[src/rtl/trrw_pkg.sv]
// shared constants and register codes for the tcp receive reorder window
`timescale 1ns / 1ps

package trrw_pkg;

    // field widths
    localparam int SEQ_W      = 32;
    localparam int MSS_W      = 16;
    localparam int WSEG_W     = 7;
    localparam int STATUS_W   = 2;
    localparam int DRAIN_W    = 7;
    localparam int CFG_DATA_W = 32;
    localparam int CFG_IDX_W  = 2;

    // default bitmap depth
    localparam int WINDOW_SLOTS_DEF = 64;

    // configuration register indexes
    localparam logic [CFG_IDX_W-1:0] REG_SEGMENT_SIZE    = 2'd0;
    localparam logic [CFG_IDX_W-1:0] REG_WINDOW_SEGMENTS = 2'd1;
    localparam logic [CFG_IDX_W-1:0] REG_START_SEQUENCE  = 2'd2;

    // configuration reset values
    localparam logic [MSS_W-1:0]  MSS_RESET   = 16'd1460;
    localparam logic [WSEG_W-1:0] WSEG_RESET  = 7'd64;
    localparam logic [SEQ_W-1:0]  START_RESET = 32'd0;

    // segment status codes
    localparam logic [STATUS_W-1:0] SEG_IN_ORDER = 2'd0;
    localparam logic [STATUS_W-1:0] SEG_BUFFERED = 2'd1;
    localparam logic [STATUS_W-1:0] SEG_OLD      = 2'd2;
    localparam logic [STATUS_W-1:0] SEG_BEYOND   = 2'd3;

endpackage

[src/rtl/trrw_slot_divider.sv]
// front part: accepts a segment and computes its bitmap slot by serial division
`timescale 1ns / 1ps

module trrw_slot_divider #(
    parameter int WINDOW_SLOTS = trrw_pkg::WINDOW_SLOTS_DEF,
    localparam int SLOT_W = $clog2(WINDOW_SLOTS),
    localparam int WIN_W  = $clog2(WINDOW_SLOTS + 1),
    localparam int ITEM_W = trrw_pkg::SEQ_W + SLOT_W
) (
    input  logic                         clk,
    input  logic                         rst_n,
    input  logic                         push,
    output logic                         full,
    input  logic [trrw_pkg::SEQ_W-1:0]   segment_sequence,
    input  logic                         clearing,
    input  logic [trrw_pkg::MSS_W-1:0]   mss,
    input  logic [WIN_W-1:0]             win,
    output logic                         q_push,
    output logic [ITEM_W-1:0]            q_data,
    input  logic                         q_full
);

    typedef enum logic [1:0] {
        F_IDLE,
        F_DIVIDE,
        F_PUSH
    } front_state_t;

    localparam int STEP_W = $clog2(trrw_pkg::SEQ_W);

    front_state_t                   state_reg;
    logic [trrw_pkg::SEQ_W-1:0]     seq_reg;
    logic [trrw_pkg::SEQ_W-1:0]     dividend_reg;
    logic [trrw_pkg::MSS_W-1:0]     rem_reg;
    logic [SLOT_W-1:0]              rmod_reg;
    logic [STEP_W-1:0]              step_reg;

    logic [trrw_pkg::MSS_W:0]       rem_shift;
    logic                           q_bit;
    logic [trrw_pkg::MSS_W-1:0]     rem_next;
    logic [SLOT_W:0]                rmod_shift;
    logic [SLOT_W-1:0]              rmod_next;
    logic                           accept;

    // one quotient bit per cycle, quotient reduced modulo the window on the fly
    always_comb
    begin
        rem_shift = {rem_reg, dividend_reg[trrw_pkg::SEQ_W-1]};
        q_bit     = rem_shift >= {1'b0, mss};
        if (q_bit)
        begin
            rem_next = trrw_pkg::MSS_W'(rem_shift - {1'b0, mss});
        end
        else
        begin
            rem_next = rem_shift[trrw_pkg::MSS_W-1:0];
        end
        rmod_shift = {rmod_reg, q_bit};
        if (rmod_shift >= (SLOT_W + 1)'(win))
        begin
            rmod_next = SLOT_W'(rmod_shift - (SLOT_W + 1)'(win));
        end
        else
        begin
            rmod_next = rmod_shift[SLOT_W-1:0];
        end
    end

    // handshake toward the input and the queue
    assign full   = (state_reg != F_IDLE) || clearing;
    assign accept = push && !full;
    assign q_push = (state_reg == F_PUSH) && !q_full;
    assign q_data = {seq_reg, rmod_reg};

    // front sequencer
    always_ff @(posedge clk or negedge rst_n)
    begin
        if (!rst_n)
        begin
            state_reg <= F_IDLE;
        end
        else
        begin
            unique case (state_reg)
                F_IDLE:
                begin
                    if (accept)
                    begin
                        seq_reg      <= segment_sequence;
                        dividend_reg <= segment_sequence;
                        rem_reg      <= '0;
                        rmod_reg     <= '0;
                        step_reg     <= '0;
                        state_reg    <= F_DIVIDE;
                    end
                end
                F_DIVIDE:
                begin
                    rem_reg      <= rem_next;
                    rmod_reg     <= rmod_next;
                    dividend_reg <= {dividend_reg[trrw_pkg::SEQ_W-2:0], 1'b0};
                    step_reg     <= step_reg + 1'b1;
                    if (step_reg == STEP_W'(trrw_pkg::SEQ_W - 1))
                    begin
                        state_reg <= F_PUSH;
                    end
                end
                F_PUSH:
                begin
                    if (!q_full)
                    begin
                        state_reg <= F_IDLE;
                    end
                end
                default:
                begin
                    state_reg <= F_IDLE;
                end
            endcase
        end
    end

endmodule

[src/rtl/trrw_queue.sv]
// two-entry queue between the slot divider and the window engine
`timescale 1ns / 1ps

module trrw_queue #(
    parameter int DATA_W = trrw_pkg::SEQ_W
) (
    input  logic              clk,
    input  logic              rst_n,
    input  logic              wr_en,
    input  logic [DATA_W-1:0] wr_data,
    output logic              q_full,
    input  logic              rd_en,
    output logic [DATA_W-1:0] rd_data,
    output logic              q_empty
);

    logic [DATA_W-1:0] entry_reg [2];
    logic              wr_ptr_reg;
    logic              rd_ptr_reg;
    logic [1:0]        count_reg;

    logic              do_wr;
    logic              do_rd;

    assign q_full  = count_reg == 2'd2;
    assign q_empty = count_reg == 2'd0;
    assign do_wr   = wr_en && !q_full;
    assign do_rd   = rd_en && !q_empty;
    assign rd_data = entry_reg[rd_ptr_reg];

    // entry storage
    always_ff @(posedge clk)
    begin
        if (do_wr)
        begin
            entry_reg[wr_ptr_reg] <= wr_data;
        end
    end

    // pointers and fill count
    always_ff @(posedge clk or negedge rst_n)
    begin
        if (!rst_n)
        begin
            wr_ptr_reg <= 1'b0;
            rd_ptr_reg <= 1'b0;
            count_reg  <= 2'd0;
        end
        else
        begin
            if (do_wr)
            begin
                wr_ptr_reg <= !wr_ptr_reg;
            end
            if (do_rd)
            begin
                rd_ptr_reg <= !rd_ptr_reg;
            end
            if (do_wr && !do_rd)
            begin
                count_reg <= count_reg + 1'b1;
            end
            else if (do_rd && !do_wr)
            begin
                count_reg <= count_reg - 1'b1;
            end
        end
    end

endmodule

[src/rtl/trrw_engine.sv]
// back part: classifies segments against the expected number, keeps the bitmap, drains
`timescale 1ns / 1ps

module trrw_engine #(
    parameter int WINDOW_SLOTS = trrw_pkg::WINDOW_SLOTS_DEF,
    localparam int SLOT_W = $clog2(WINDOW_SLOTS),
    localparam int WIN_W  = $clog2(WINDOW_SLOTS + 1),
    localparam int ITEM_W = trrw_pkg::SEQ_W + SLOT_W
) (
    input  logic                            clk,
    input  logic                            rst_n,
    input  logic                            q_empty,
    input  logic [ITEM_W-1:0]               q_data,
    output logic                            q_pop,
    input  logic [trrw_pkg::MSS_W-1:0]      mss,
    input  logic [WIN_W-1:0]                win,
    input  logic [trrw_pkg::SEQ_W-1:0]      limit,
    input  logic                            start_we,
    input  logic [trrw_pkg::SEQ_W-1:0]      start_value,
    output logic                            clearing,
    input  logic                            pop,
    output logic                            empty,
    output logic [trrw_pkg::SEQ_W-1:0]      ack_number,
    output logic [trrw_pkg::STATUS_W-1:0]   segment_status,
    output logic [trrw_pkg::DRAIN_W-1:0]    drained_count
);

    typedef enum logic [2:0] {
        E_CLEAR,
        E_IDLE,
        E_DRAIN_RD,
        E_DRAIN_CHK,
        E_FINISH
    } engine_state_t;

    engine_state_t                   state_reg;
    logic [trrw_pkg::SEQ_W-1:0]      expected_reg;
    logic [SLOT_W-1:0]               cur_slot_reg;
    logic [SLOT_W-1:0]               clear_cnt_reg;
    logic [WIN_W-1:0]                drained_reg;
    logic [trrw_pkg::STATUS_W-1:0]   status_reg;
    logic                            empty_reg;
    logic [trrw_pkg::SEQ_W-1:0]      ack_reg;
    logic [trrw_pkg::STATUS_W-1:0]   seg_status_reg;
    logic [trrw_pkg::DRAIN_W-1:0]    drained_out_reg;
    logic                            rd_bit_reg;

    // slot bitmap memory
    logic                            slot_mem [WINDOW_SLOTS];
    logic                            mem_we;
    logic [SLOT_W-1:0]               mem_waddr;
    logic                            mem_wdata;

    logic [trrw_pkg::SEQ_W-1:0]      head_seq;
    logic [SLOT_W-1:0]               head_slot;
    logic [trrw_pkg::SEQ_W-1:0]      seq_dist;
    logic                            ahead;
    logic                            beyond;
    logic [trrw_pkg::SEQ_W:0]        head_sum;
    logic [trrw_pkg::SEQ_W:0]        exp_sum;
    logic                            out_load;

    // next slot modulo the window
    function automatic logic [SLOT_W-1:0] next_slot(input logic [SLOT_W-1:0] s,
                                                    input logic [WIN_W-1:0] w);
        logic [SLOT_W:0] n;
        begin
            n = {1'b0, s} + 1'b1;
            if (n >= (SLOT_W + 1)'(w))
            begin
                next_slot = '0;
            end
            else
            begin
                next_slot = n[SLOT_W-1:0];
            end
        end
    endfunction

    // head item decode and classification
    assign head_seq  = q_data[SLOT_W +: trrw_pkg::SEQ_W];
    assign head_slot = q_data[SLOT_W-1:0];
    assign seq_dist  = head_seq - expected_reg;
    assign ahead     = !seq_dist[trrw_pkg::SEQ_W-1];
    assign beyond    = seq_dist > limit;
    assign head_sum  = {1'b0, head_seq} + (trrw_pkg::SEQ_W + 1)'(mss);
    assign exp_sum   = {1'b0, expected_reg} + (trrw_pkg::SEQ_W + 1)'(mss);

    assign q_pop    = (state_reg == E_IDLE) && !q_empty && !start_we;
    assign clearing = state_reg == E_CLEAR;
    assign out_load = (state_reg == E_FINISH) && (empty_reg || pop);

    // bitmap write port: clearing pass, buffered mark, drain release
    always_comb
    begin
        mem_we    = 1'b0;
        mem_waddr = cur_slot_reg;
        mem_wdata = 1'b0;
        if (state_reg == E_CLEAR)
        begin
            mem_we    = 1'b1;
            mem_waddr = clear_cnt_reg;
        end
        else if (q_pop && (seq_dist != '0) && ahead && !beyond)
        begin
            mem_we    = 1'b1;
            mem_waddr = head_slot;
            mem_wdata = 1'b1;
        end
        else if ((state_reg == E_DRAIN_CHK) && rd_bit_reg)
        begin
            mem_we = 1'b1;
        end
    end

    // bitmap storage with registered read at the drain slot
    always_ff @(posedge clk)
    begin
        if (mem_we)
        begin
            slot_mem[mem_waddr] <= mem_wdata;
        end
        rd_bit_reg <= slot_mem[cur_slot_reg];
    end

    // engine sequencer and result register
    always_ff @(posedge clk or negedge rst_n)
    begin
        if (!rst_n)
        begin
            state_reg     <= E_CLEAR;
            clear_cnt_reg <= '0;
            cur_slot_reg  <= '0;
            expected_reg  <= trrw_pkg::START_RESET;
            empty_reg     <= 1'b1;
        end
        else
        begin
            // result register
            if (out_load)
            begin
                empty_reg       <= 1'b0;
                ack_reg         <= expected_reg - trrw_pkg::SEQ_W'(mss);
                seg_status_reg  <= status_reg;
                drained_out_reg <= trrw_pkg::DRAIN_W'(drained_reg);
            end
            else if (pop)
            begin
                empty_reg <= 1'b1;
            end

            if (start_we)
            begin
                // stream restart
                expected_reg  <= start_value;
                clear_cnt_reg <= '0;
                state_reg     <= E_CLEAR;
            end
            else
            begin
                unique case (state_reg)
                    E_CLEAR:
                    begin
                        clear_cnt_reg <= clear_cnt_reg + 1'b1;
                        if (clear_cnt_reg == SLOT_W'(WINDOW_SLOTS - 1))
                        begin
                            state_reg <= E_IDLE;
                        end
                    end
                    E_IDLE:
                    begin
                        if (!q_empty)
                        begin
                            drained_reg <= '0;
                            if (seq_dist == '0)
                            begin
                                status_reg   <= trrw_pkg::SEG_IN_ORDER;
                                expected_reg <= head_sum[trrw_pkg::SEQ_W-1:0];
                                cur_slot_reg <= head_sum[trrw_pkg::SEQ_W] ? '0
                                                : next_slot(head_slot, win);
                                state_reg    <= E_DRAIN_RD;
                            end
                            else if (ahead && beyond)
                            begin
                                status_reg <= trrw_pkg::SEG_BEYOND;
                                state_reg  <= E_FINISH;
                            end
                            else if (ahead)
                            begin
                                status_reg <= trrw_pkg::SEG_BUFFERED;
                                state_reg  <= E_FINISH;
                            end
                            else
                            begin
                                status_reg <= trrw_pkg::SEG_OLD;
                                state_reg  <= E_FINISH;
                            end
                        end
                    end
                    E_DRAIN_RD:
                    begin
                        if (drained_reg < win)
                        begin
                            state_reg <= E_DRAIN_CHK;
                        end
                        else
                        begin
                            state_reg <= E_FINISH;
                        end
                    end
                    E_DRAIN_CHK:
                    begin
                        if (rd_bit_reg)
                        begin
                            expected_reg <= exp_sum[trrw_pkg::SEQ_W-1:0];
                            cur_slot_reg <= exp_sum[trrw_pkg::SEQ_W] ? '0
                                            : next_slot(cur_slot_reg, win);
                            drained_reg  <= drained_reg + 1'b1;
                            state_reg    <= E_DRAIN_RD;
                        end
                        else
                        begin
                            state_reg <= E_FINISH;
                        end
                    end
                    E_FINISH:
                    begin
                        if (empty_reg || pop)
                        begin
                            state_reg <= E_IDLE;
                        end
                    end
                    default:
                    begin
                        state_reg <= E_IDLE;
                    end
                endcase
            end
        end
    end

    assign empty          = empty_reg;
    assign ack_number     = ack_reg;
    assign segment_status = seg_status_reg;
    assign drained_count  = drained_out_reg;

endmodule

[src/rtl/tcp_receive_reorder_window_unit.sv]
// The serial slot divider computes the bitmap slot one quotient bit per cycle and takes no
// new segment until it has pushed the last one into the two-entry queue; a long drain
// backs up that queue. Reset: asynchronous, active low; after reset and after each
// start_sequence write a clearing pass runs over the bitmap, with full held high.
`timescale 1ns / 1ps

module tcp_receive_reorder_window_unit #(
    parameter int WINDOW_SLOTS = trrw_pkg::WINDOW_SLOTS_DEF
) (
    input  logic                             clk,
    input  logic                             rst_n,
    // segment input queue side
    input  logic                             push,
    output logic                             full,
    input  logic [trrw_pkg::SEQ_W-1:0]       segment_sequence,
    // result queue side
    output logic                             empty,
    input  logic                             pop,
    output logic [trrw_pkg::SEQ_W-1:0]       ack_number,
    output logic [trrw_pkg::STATUS_W-1:0]    segment_status,
    output logic [trrw_pkg::DRAIN_W-1:0]     drained_count,
    // configuration write port
    input  logic                             cfg_we,
    input  logic [trrw_pkg::CFG_IDX_W-1:0]   cfg_index,
    input  logic [trrw_pkg::CFG_DATA_W-1:0]  cfg_data
);

    localparam int SLOT_W = $clog2(WINDOW_SLOTS);
    localparam int WIN_W  = $clog2(WINDOW_SLOTS + 1);
    localparam int ITEM_W = trrw_pkg::SEQ_W + SLOT_W;
    localparam int LIM_W  = WIN_W + trrw_pkg::MSS_W;

    logic [trrw_pkg::MSS_W-1:0]   mss_reg;
    logic [trrw_pkg::WSEG_W-1:0]  wseg_reg;
    logic [trrw_pkg::SEQ_W-1:0]   limit_reg;

    logic [trrw_pkg::MSS_W-1:0]   eff_mss;
    logic [WIN_W-1:0]             eff_win;
    logic [LIM_W-1:0]             limit_next;
    logic                         start_we;

    logic                         q_push;
    logic [ITEM_W-1:0]            q_wdata;
    logic                         q_full;
    logic                         q_pop;
    logic [ITEM_W-1:0]            q_rdata;
    logic                         q_empty;
    logic                         clearing;

    // configuration registers
    always_ff @(posedge clk or negedge rst_n)
    begin
        if (!rst_n)
        begin
            mss_reg  <= trrw_pkg::MSS_RESET;
            wseg_reg <= trrw_pkg::WSEG_RESET;
        end
        else if (cfg_we)
        begin
            if (cfg_index == trrw_pkg::REG_SEGMENT_SIZE)
            begin
                mss_reg <= cfg_data[trrw_pkg::MSS_W-1:0];
            end
            else if (cfg_index == trrw_pkg::REG_WINDOW_SEGMENTS)
            begin
                wseg_reg <= cfg_data[trrw_pkg::WSEG_W-1:0];
            end
        end
    end

    assign start_we = cfg_we && (cfg_index == trrw_pkg::REG_START_SEQUENCE);

    // effective segment size and window
    always_comb
    begin
        eff_mss = (mss_reg == '0) ? trrw_pkg::MSS_W'(1) : mss_reg;
        if (wseg_reg == '0)
        begin
            eff_win = WIN_W'(1);
        end
        else if (32'(wseg_reg) > 32'(WINDOW_SLOTS))
        begin
            eff_win = WIN_W'(WINDOW_SLOTS);
        end
        else
        begin
            eff_win = WIN_W'(wseg_reg);
        end
    end

    // window span in sequence units, registered
    assign limit_next = LIM_W'(eff_win - 1'b1) * LIM_W'(eff_mss);

    always_ff @(posedge clk)
    begin
        limit_reg <= trrw_pkg::SEQ_W'(limit_next);
    end

    trrw_slot_divider #(
        .WINDOW_SLOTS (WINDOW_SLOTS)
    ) u_divider (
        .clk              (clk),
        .rst_n            (rst_n),
        .push             (push),
        .full             (full),
        .segment_sequence (segment_sequence),
        .clearing         (clearing),
        .mss              (eff_mss),
        .win              (eff_win),
        .q_push           (q_push),
        .q_data           (q_wdata),
        .q_full           (q_full)
    );

    trrw_queue #(
        .DATA_W (ITEM_W)
    ) u_queue (
        .clk     (clk),
        .rst_n   (rst_n),
        .wr_en   (q_push),
        .wr_data (q_wdata),
        .q_full  (q_full),
        .rd_en   (q_pop),
        .rd_data (q_rdata),
        .q_empty (q_empty)
    );

    trrw_engine #(
        .WINDOW_SLOTS (WINDOW_SLOTS)
    ) u_engine (
        .clk            (clk),
        .rst_n          (rst_n),
        .q_empty        (q_empty),
        .q_data         (q_rdata),
        .q_pop          (q_pop),
        .mss            (eff_mss),
        .win            (eff_win),
        .limit          (limit_reg),
        .start_we       (start_we),
        .start_value    (cfg_data[trrw_pkg::SEQ_W-1:0]),
        .clearing       (clearing),
        .pop            (pop),
        .empty          (empty),
        .ack_number     (ack_number),
        .segment_status (segment_status),
        .drained_count  (drained_count)
    );

endmodule

[config.mk]
export PLATFORM = sky130hd
export DESIGN_NAME = tcp_receive_reorder_window_unit
export DESIGN_NICKNAME = d
export VERILOG_FILES = /design/src/rtl/trrw_pkg.sv /design/src/rtl/trrw_slot_divider.sv /design/src/rtl/trrw_queue.sv /design/src/rtl/trrw_engine.sv /design/src/rtl/tcp_receive_reorder_window_unit.sv
export SDC_FILE = /design/constraint.sdc
export NUM_CORES = 1
export LEC_CHECK = 0
export ABC_AREA = 1
export BUFFER_PORTS_ARGS = -buffer_cell sky130_fd_sc_hd__buf_4
export CAP_MARGIN = 20
export CORE_UTILIZATION = 45
export CTS_CLUSTER_SIZE = 10
export DETAILED_ROUTE_END_ITERATION = 6
export HOLD_SLACK_MARGIN = 0.1
export SYNTH_ARGS = -nofsm -noshare
export SYNTH_HDL_FRONTEND = slang
export SYNTH_SLANG_ARGS = --single-unit
[constraint.sdc]
create_clock -name clk -period 6.5 [get_ports clk]
set_input_delay 0 -clock clk [delete_from_list [all_inputs] [get_ports clk]]
set_output_delay 0 -clock clk [all_outputs]
set_load 0.02 [all_outputs]
* Word-level counts from Yosys, hierarchy flattened
Memory sizes are Yosys's and may differ from the RTL's. A register that Yosys moved wholly into a read port is not among the register bits.
Index checks and enable logic that the tools add are counted.
** Word-level totals
- Memories kept :: 2
- Word-level logic and storage cells :: 184
- RAM bits :: 140
- Bits of input ports :: 71
- Flip-flop bits (word level) :: 241
- Output and inout port bits :: 43
** Cells by class
- Eq/ne operators :: 22
- Multiply operators :: 1
- Multiplexer cells :: 60
- Add/sub/neg operators :: 14
- $lt $le $gt $ge :: 7
- Reduce and logical (&&, ||, !) cells :: 53
- Bitwise operators :: 3
** Memories
- u_queue.entry_reg :: words 2, width 38, read ports 1, clocked after Yosys merged registers in 0, write ports 1, line trrw_queue.sv:17 : logic [DATA_W-1:0] entry_reg [2];
- u_engine.slot_mem :: words 64, width 1, read ports 1, clocked after Yosys merged registers in 1, write ports 1, line trrw_engine.sv:49 : logic slot_mem [WINDOW_SLOTS];
** Operators with widths (count)
- two-way mux 32 bit :: 5
- case mux 32 bit (2 select lines) :: 2
- two-way mux 6 bit :: 13
- adder 32 x 16 -> 33 bit :: 2
- two-way mux 16 bit :: 3
- > comparator 32 x 23 -> 1 bit :: 1
- logical NOT 32 bit :: 1
- case mux 16 bit (2 select lines) :: 1
- nonzero test 32 bit :: 1
- subtractor 32 x 16 -> 32 bit :: 1
- subtractor 32 bit :: 1
- two-way mux 7 bit :: 4
- case mux 6 bit (2 select lines) :: 2
- multiplier 8 x 17 -> 23 bit :: 1
- >= comparator 7 bit :: 3
- two-way mux 3 bit :: 7
- >= comparator 17 x 16 -> 1 bit :: 1
- logical NOT 16 bit :: 1
- subtractor 16 bit :: 1
- logical AND 1 bit :: 15
- case mux 3 bit (5 select lines) :: 1
- AND reduction 3 bit :: 5
- adder 6 x 1 -> 7 bit (second input constant) :: 2
- two-way mux 2 bit :: 7
- 37 further kinds :: 79

* Depth between registers and ports, before layout
Gate-level depths: netlist (run 1).
- Depth after elaboration :: 11
- Depth in mapped cells :: 39
- Mapped depth without buffers :: 36

* Hierarchy
A second synthesis (run 1) with hierarchy kept.
** Unflattened totals
- Cell total of the unflattened synthesis :: 3759
- Area, all modules :: 29341.9 um2
** By module, submodules not included
- trrw_engine :: cells an instance 2190, times used 1, area an instance 15162.0 um2, sequential area each 4645.7 um2
- tcp_receive_reorder_window_unit :: cells an instance 745, times used 1, area an instance 5895.7 um2, sequential area each 1044.8 um2
- trrw_slot_divider :: cells an instance 594, times used 1, area an instance 5297.6 um2, sequential area each 2782.7 um2
- trrw_queue :: cells an instance 230, times used 1, area an instance 2986.6 um2, sequential area each 2382.3 um2

* Worst setup path after synthesis (run 1)
Ideal clock, no wire load.
- Kind :: reg2reg
- From :: register wseg_reg[5] (netlist bit)
- To :: register limit_reg[21] (netlist bit)
- Period minus slack after synthesis :: 6.418 ns
- Setup slack :: 0.082 ns
- Arrival :: 6.297 ns
- Data required time :: 6.379 ns
- Setup time :: 0.121 ns
- Stages on the path, launching flop included :: 33
- Path through :: dfrtp_1 -> nor4_1 -> nand3_1 -> a21oi_1 -> inv_1 -> ha_1 -> inv_1 -> nor2_1 -> inv_1 -> nor3_1 -> or2_2 -> nand2_1 -> clkbuf_1 -> nor2_1 -> fa_1 -> fa_1 -> fa_1 -> inv_1 -> fa_1 -> inv_1 -> ha_1 -> nand2_1 -> o21ai_0 -> nand2_1 -> o211ai_1 -> a31oi_1 -> o21ai_0 -> nand3_1 -> o21bai_1 -> a21oi_1 -> nor2_1 -> nor2_1 -> xor2_1
** Between the ends
- Word-level cells in the longest chain between the ends :: 5
- Elaborated cells on any way between the ends :: 6
- Those cells by class :: 1 x add/sub; 1 x mul; 1 x order compare; 2 x mux; 1 x reduce/logical
** Ends and longest elaborated chain
- from (decl) :: line tcp_receive_reorder_window_unit.sv:34 : logic [trrw_pkg::WSEG_W-1:0] wseg_reg;
- from (signal assigned) :: line tcp_receive_reorder_window_unit.sv:56 : wseg_reg <= trrw_pkg::WSEG_RESET;
- from (signal assigned) :: line tcp_receive_reorder_window_unit.sv:66 : wseg_reg <= cfg_data[trrw_pkg::WSEG_W-1:0];
- > comparator 7 bit :: line tcp_receive_reorder_window_unit.sv:81 : else if (32'(wseg_reg) > 32'(WINDOW_SLOTS))
- two-way mux 7 bit :: line tcp_receive_reorder_window_unit.sv:81
- two-way mux 7 bit * :: line tcp_receive_reorder_window_unit.sv:77 : if (wseg_reg == '0)
- subtractor 7 x 1 -> 8 bit * :: line tcp_receive_reorder_window_unit.sv:92 : assign limit_next = LIM_W'(eff_win - 1'b1) * LIM_W'(eff_mss);
- multiplier 8 x 17 -> 23 bit * :: line tcp_receive_reorder_window_unit.sv:92
- named net limit_next[21] :: line tcp_receive_reorder_window_unit.sv:39 : logic [LIM_W-1:0] limit_next;
- to (signal assigned) :: line tcp_receive_reorder_window_unit.sv:96 : limit_reg <= trrw_pkg::SEQ_W'(limit_next);
- to (decl) :: line tcp_receive_reorder_window_unit.sv:35 : logic [trrw_pkg::SEQ_W-1:0] limit_reg;
Mark *: on every way through the listed nets, which the timed path passes. The rest lies on a longest branch.
A chain may end at the register's enable or synchronous reset.

* Worst setup path in the final report (run 1)
- From :: register wseg_reg[4] (netlist bit)
- To :: register limit_reg[21] (netlist bit)
The elaborated chain is that of the path after synthesis.

==> flow_summary.ini, run 1 <==
[synthesis]
syn_inst = 3364
post-synth-top-area-fraction_pct = 30.6
ys.flop_type = edfxtp_1
synth_edf_count = 281
synth_area_leaders = edfxtp_1, nand2_1, ha_1
post-synth-top-area-cell = edfxtp_1
synth_area_um2 = 27600
synth_common_cells = nand2_1, inv_1, nor2_1
synth_cell_types = 60
async_flop_share_pct = 20.2
yosysWarnings = 0
synth_area_per_cell_um2 = 8.20
ys_seq_area_share_pct = 39.3
synth-seq-cells = 382
synth.most_common_cell = nand2_1

[timing]
timing.final.hold_violations = 0
min_period_ns = 6.16
clock.fmax_mhz = 162
fin_ws_ns = 0.337
tightest_slew_ns = 1.15
drv_slew = 0
relSlewSlack_pct = 23.5
finalSetupViolCount = 0
fin_crit_sh_pct = 94.8
rsz0062_at_grt = yes
hold_slack_ns = 0.124
skew_ns = 0.0289

[power]
p_int_mw = 8.93
power.switching_mw = 9.04
peakVddDrop_mv = 0.448
swShare_pct = 50.3
leakage_nw = 14.6
p_total_mw = 18.0
power_frac_seq_pct = 20.0
power_density_nw_per_um2 = 562
clock_power_share_pct = 14.2
pwr-share-comb_pct = 65.8

[clock_network]
tritoncts.num_buffers = 48
path_clk_slew_ns = 0.06
clock_latency_ns = 0.61
clockRootBuffer = clkbuf_16
cts_max_level = 2
clock_sinks = 382
cts_tree = yes
clk_path_buf_depth = 3

[global_routing]
antenna_found_initial = 0
overflow = 0
grt_pass1_wl_mm = 129
grt_pass1_vias = 23185
grt_max_degree = 69
grt_use_total_pct = 26.7

[worst_setup_path]
cp.required_ns = 6.99
r2r.worst_path.cells = 32
cpPeakStageDelay_ns = 0.59
crit_slowest_cell = fa_1
cp-start-kind = flop
worst_path_most_repeated_cell = inv_1
crit_arrival_ns = 6.66
end_kind = flop
worstSetupPathType = flop to flop
path_max_fanout = 12

[finish]
final_area_um2 = 32000
areaGrowthSynthToFinish_pct = 16.0
nets = 3951
instances_no_fill = 4405
antennaDiodeCount = 0
drive_gt1_share_pct = 9.11
largest_reg_flops = 76

[floorplanning]
dieArea_um2 = 62300
die_y_um = 250
fp.coreArea_um2 = 60500
io_pins = 114
initial_core_util_pct = 45.6
die_x_um = 250
rows = 90

[run_status]
outcome = finished, final reports clean

[place]
place.gp.congestion = 0.951
place_ws_ns = -0.0219
io_buffers = 113
dp_hpwl_mm = 63.9
placed_cells = 4233
placed_cell_area_um2 = 29600

[drt]
num_vias = 23536
drt_iter0_drc = 1773
post-route-drc-count = 0
dr.pass1.iters = 5
viasPerCell = 5.34
antenna_left = 0
wl_per_cell_um = 18.8
drt-total-wl_mm = 82.7

[min_path]
holdCritPathClass = input port to flop
hold_path_depth = 2

[flow_run]
max_cap_viol_count = 0
[power groups by stage]
stage	sequential [mW]	combinational, mW	clock (mW)
final	3.59	11.8	2.55
after global routing	3.63	13.4	2.71
after CTS	3.58	11.4	2.61
after detailed placement	3.63	11.3	0
after global placement	3.62	11.1	0
after floorplan	3.43	8.44	0
[cells by family after synthesis]
family	count (synthesis)	synth area share (%)
AO/OA/AOI/OAI	563	11.1
other	2	0.0272
flip-flops	382	39.3
XOR/XNOR	98	3.14
AND/OR/NAND/NOR	1380	21.3
buffers and inverters	626	8.55
adder cells (fa/ha/maj)	296	15.9
multiplexers	17	0.689
[routing by layer]
layer,track usage [%],wire [µm]
met5,0,0
met3,3.35,4790
met1,36.3,37300
met4,8.78,2510
met2,44.1,38100
[critical path: cells and delay by family, from the launching register on]
family          cells  cell delay [ns]
compound gates      7             1.04
xor+xnor            1             0.13
fa+ha+maj           6             2.63
buf+inv             6             0.47
flops               1             0.40
simple gates       12             1.40
[per-stage QoR]
step / setup TNS, ns / util, %
after global placement: 0 / 48.9
after CTS: 0 / 52.7
final: 0 / 52.9
after detailed placement: -0.0219 / 48.9
after floorplan: 0 / -
after global routing: -0.0783 / 52.9
[what timing repair did]
| item | 4_1_cts | 5_1_grt |
|---|---|---|
| hold buffers | 81 | 0 |
| resized for setup | 1 | 17 |
| pin swaps | 0 | 6 |
| endpoints found under the setup margin | 1 | 4 |
| buffers inserted | 0 | 1 |
| hold endpoints to repair | 195 | 0 |
[cells in the final DEF, fill, tap and decap left out, types with 18 or more instances in the layout]
cell and instances:
clkbuf_1 27, dfxtp_1 24, o21ai_0 239, nor3_1 34, xor2_1 70, nor2_1 420
edfxtp_1 281, dlygate4sd3_1 81, o22ai_1 23, dfrtp_1 68, nor4_1 18, xnor2_1 27
ha_1 203, a21oi_1 214, fa_1 91, nand4_1 30, nand3_1 119, buf_4 161
inv_1 517, nand2_1 684, clkbuf_16 50
[path summary, 6_finish.rpt]
path,start,end,slack (ns)
hold / removal,segment_sequence[10],u_divider.seq_reg[10],0.12
setup / recovery,wseg_reg[4],limit_reg[21],0.34
setup reg to reg,wseg_reg[4],limit_reg[21],0.34
min in group asynchronous,rst_n,u_engine.expected_reg[22],0.27
hold reg to reg,u_engine.status_reg[1],u_engine.segment_status[1],0.43
max in group asynchronous,rst_n,u_queue.rd_ptr_reg,5.53
[cell type report]
type	instances	area, µm²
clock buffers	78	1370
clock inverters	11	121
fillers	5669	28500
inverters	537	2020
multi-input cells	2370	14600
flip-flops and latches	382	10900
well taps	782	978
repair buffers	245	2090
Note: power is estimated with default switching activity, not from simulation.
==> run 2, diff against run 1 <==
- ABC_AREA: 1 -> 0
==> run 2 against run 1 <==
Against the previous run: count of clock-buffer cells in the layout shrank 7; sequential share of layout area is essentially flat; critical path depth shrank 10; cell count shrank 14%; clock power shrank 2%; largest power group unchanged.
==> flow_summary.ini, run 2 <==
[run_status]
outcome = finished, final reports clean

[timing]
clock.fmax_mhz = 158
fin_crit_sh_pct = 97.7
finalSetupViolCount = 0
hold_slack_ns = 0.132
drv_slew = 0
rsz0062_at_grt = yes
tightest_slew_ns = 0.901
timing.final.hold_violations = 0
relSlewSlack_pct = 38.2
skew_ns = 0.0366
min_period_ns = 6.35

[synthesis]
synth_area_leaders = edfxtp_1, ha_1, fa_1
async_flop_share_pct = 20.2
post-synth-top-area-cell = edfxtp_1
synth_cell_types = 101
synth_common_cells = nor2_1, edfxtp_1, nand2_1
ys.flop_type = edfxtp_1
synth_area_per_cell_um2 = 9.90
synth_area_um2 = 26700
post-synth-top-area-fraction_pct = 31.6
synth-seq-cells = 382
yosysWarnings = 0
synth_edf_count = 281
syn_inst = 2699
synth.most_common_cell = nor2_1
ys_seq_area_share_pct = 40.6

[worst_setup_path]
r2r.worst_path.cells = 22
end_kind = flop
path_max_fanout = 8
cp-start-kind = flop
reg2reg_slack_ns = 0.15
r2r-end = u_engine.slot_mem[13]
crit_arrival_ns = 6.64
crit_start = u_queue.rd_ptr_reg
r2r_start = u_queue.rd_ptr_reg
cp.required_ns = 6.80
worstSetupPathType = flop to flop

[min_path]
hold_path_depth = 2
holdCritPathClass = input port to flop
hold_end = u_divider.seq_reg[9]
min_from = segment_sequence[9]

[floorplanning]
io_pins = 114
dieArea_um2 = 60300
die_y_um = 246
fp.coreArea_um2 = 58100
die_x_um = 246
initial_core_util_pct = 45.9
rows = 88

[drt]
drt_iter0_drc = 1823
num_vias = 21556
viasPerCell = 5.68
wl_per_cell_um = 21.4
antenna_left = 0
dr.pass1.iters = 6
drt-total-wl_mm = 81.3
post-route-drc-count = 0

[global_routing]
grt_max_degree = 58
grt_use_total_pct = 26.9
overflow = 0
grt_pass1_wl_mm = 124
grt_pass1_vias = 21151
antenna_found_initial = 0

[power]
power_density_nw_per_um2 = 505
peakVddDrop_mv = 0.532
p_total_mw = 16.1
p_int_mw = 8.87
power.switching_mw = 7.27
power_frac_seq_pct = 21.2
swShare_pct = 45.1
pwr-share-comb_pct = 63.4
clock_power_share_pct = 15.4
leakage_nw = 13.5

[place]
io_buffers = 113
dp_hpwl_mm = 61.9
place.gp.congestion = 0.960
placed_cells = 3601
placed_cell_area_um2 = 29300

[finish]
areaGrowthSynthToFinish_pct = 19.7
largest_reg_flops = 76
final_area_um2 = 32000
instances_no_fill = 3792
layout_commonest_cell = nor2_1
postLayoutCoreUtil_pct = 55.0
drive_gt1_share_pct = 15.2
antennaDiodeCount = 0
mostFrequentLayoutCells = nor2_1, edfxtp_1, nand2_1
nets = 3365

[clock_network]
clockRootBuffer = clkbuf_16
cts_max_level = 2
clk_path_buf_depth = 3
tritoncts.num_buffers = 47
cts_tree = yes
path_clk_slew_ns = 0.05
clock_sinks = 382
clock_latency_ns = 0.61

[flow_run]
max_cap_viol_count = 0
[run 2: cell count changes after synthesis, moves of 26 or more]
| cell | previous run | this run |
|---|---|---|
| nor3_1 | 37 | 76 |
| o21ai_0 | 241 | 104 |
| inv_1 | 517 | 255 |
| mux2i_1 | 1 | 45 |
| a21oi_1 | 216 | 116 |
| nand2b_1 | 0 | 27 |
| nor2b_1 | 0 | 30 |
| xor2_1 | 70 | 35 |
| nand3_1 | 120 | 50 |
| a21o_1 | 6 | 48 |
| nand2_1 | 685 | 270 |
| nor2_1 | 427 | 299 |
| or3_1 | 0 | 26 |
| xnor2_1 | 27 | 100 |
[run 2: area by class of cell]
cell class	instances	area [µm²]
flip-flops and latches	382	10900
multi-input cells	1969	14900
fillers	5103	26200
inverters	262	983
well taps	765	957
repair buffers	336	2860
clock buffers	71	1370
clock inverters	7	72.6
[run 2: power by group through the flow]
stage               combinational, mW  clock (mW)  sequential [mW]
finish                           10.2        2.49             3.42
global route                     11.4        2.62             3.46
CTS                              10.1        2.54             3.43
detailed placement               9.96           0             3.47
global placement                 9.71           0             3.46
floorplan                        7.25           0             3.35
[run 2: critical path: stages (launching register included)]
cell	delay [ns]
dfrtp_2	0.44
buf_4	0.20
mux2_2	0.41
ha_4	0.34
o211a_1	0.16
o31a_1	0.41
o211ai_2	0.25
and4_1	0.23
o31a_1	0.26
or2_2	0.32
ha_1	0.30
nand4_1	0.17
nor3_2	0.24
nand3_1	0.11
and2_1	0.24
a211o_1	0.31
nor3_1	0.18
buf_4	0.21
a31oi_4	0.12
buf_4	0.21
a221o_1	0.33
or2_1	0.41
nor2_2	0.17
[run 2: repair_timing]
action,in CTS,in global routing
pin swaps,0,7
hold buffers,103,0
setup endpoints to repair,3,70
hold endpoints to repair,202,0
gates resized for setup,2,17
buffers inserted,0,9
[run 2: routing by layer]
metal | track usage [%] | part of all wire, % | vias to the layer above | wire length, µm
li1 | - | - | 10103 | -
met1 | 38.7 | 46 | 10508 | 37400
met2 | 42.4 | 45 | 800 | 36600
met3 | 3.63 | 6.3 | 145 | 5080
met4 | 7.64 | 2.7 | 0 | 2210
met5 | 0 | 0 | - | 0
[run 2: stage by stage]
step / setup slack [ns] / TNS, ns
3_5_place_dp: -0.266 / -0.397
4_1_cts: 0.00102 / 0
5_1_grt: -0.125 / -0.207
2_1_floorplan: -0.119 / -0.712
3_3_place_gp: -0.0908 / -0.0908
6_report: 0.152 / 0
[run 2: cell families after synthesis]
family,synth area share [%]
AO/OA/AOI/OAI,13.4
buffers and inverters,5.23
XOR/XNOR,4.43
multiplexers,4.01
other,0.0281
adder cells (fa/ha/maj),16.4
flip-flops,40.6
AND/OR/NAND/NOR,15.8
[run 2: worst max-delay path by stage]
stage,slack [ns],endpoint
after floorplan,-0.12,u_engine.slot_mem[16]
after global placement,-0.09,limit_reg[22]
after detailed placement,-0.27,limit_reg[22]
after CTS,0.001,limit_reg[22]
after global routing,-0.13,limit_reg[22]
final,0.15,u_engine.slot_mem[13]
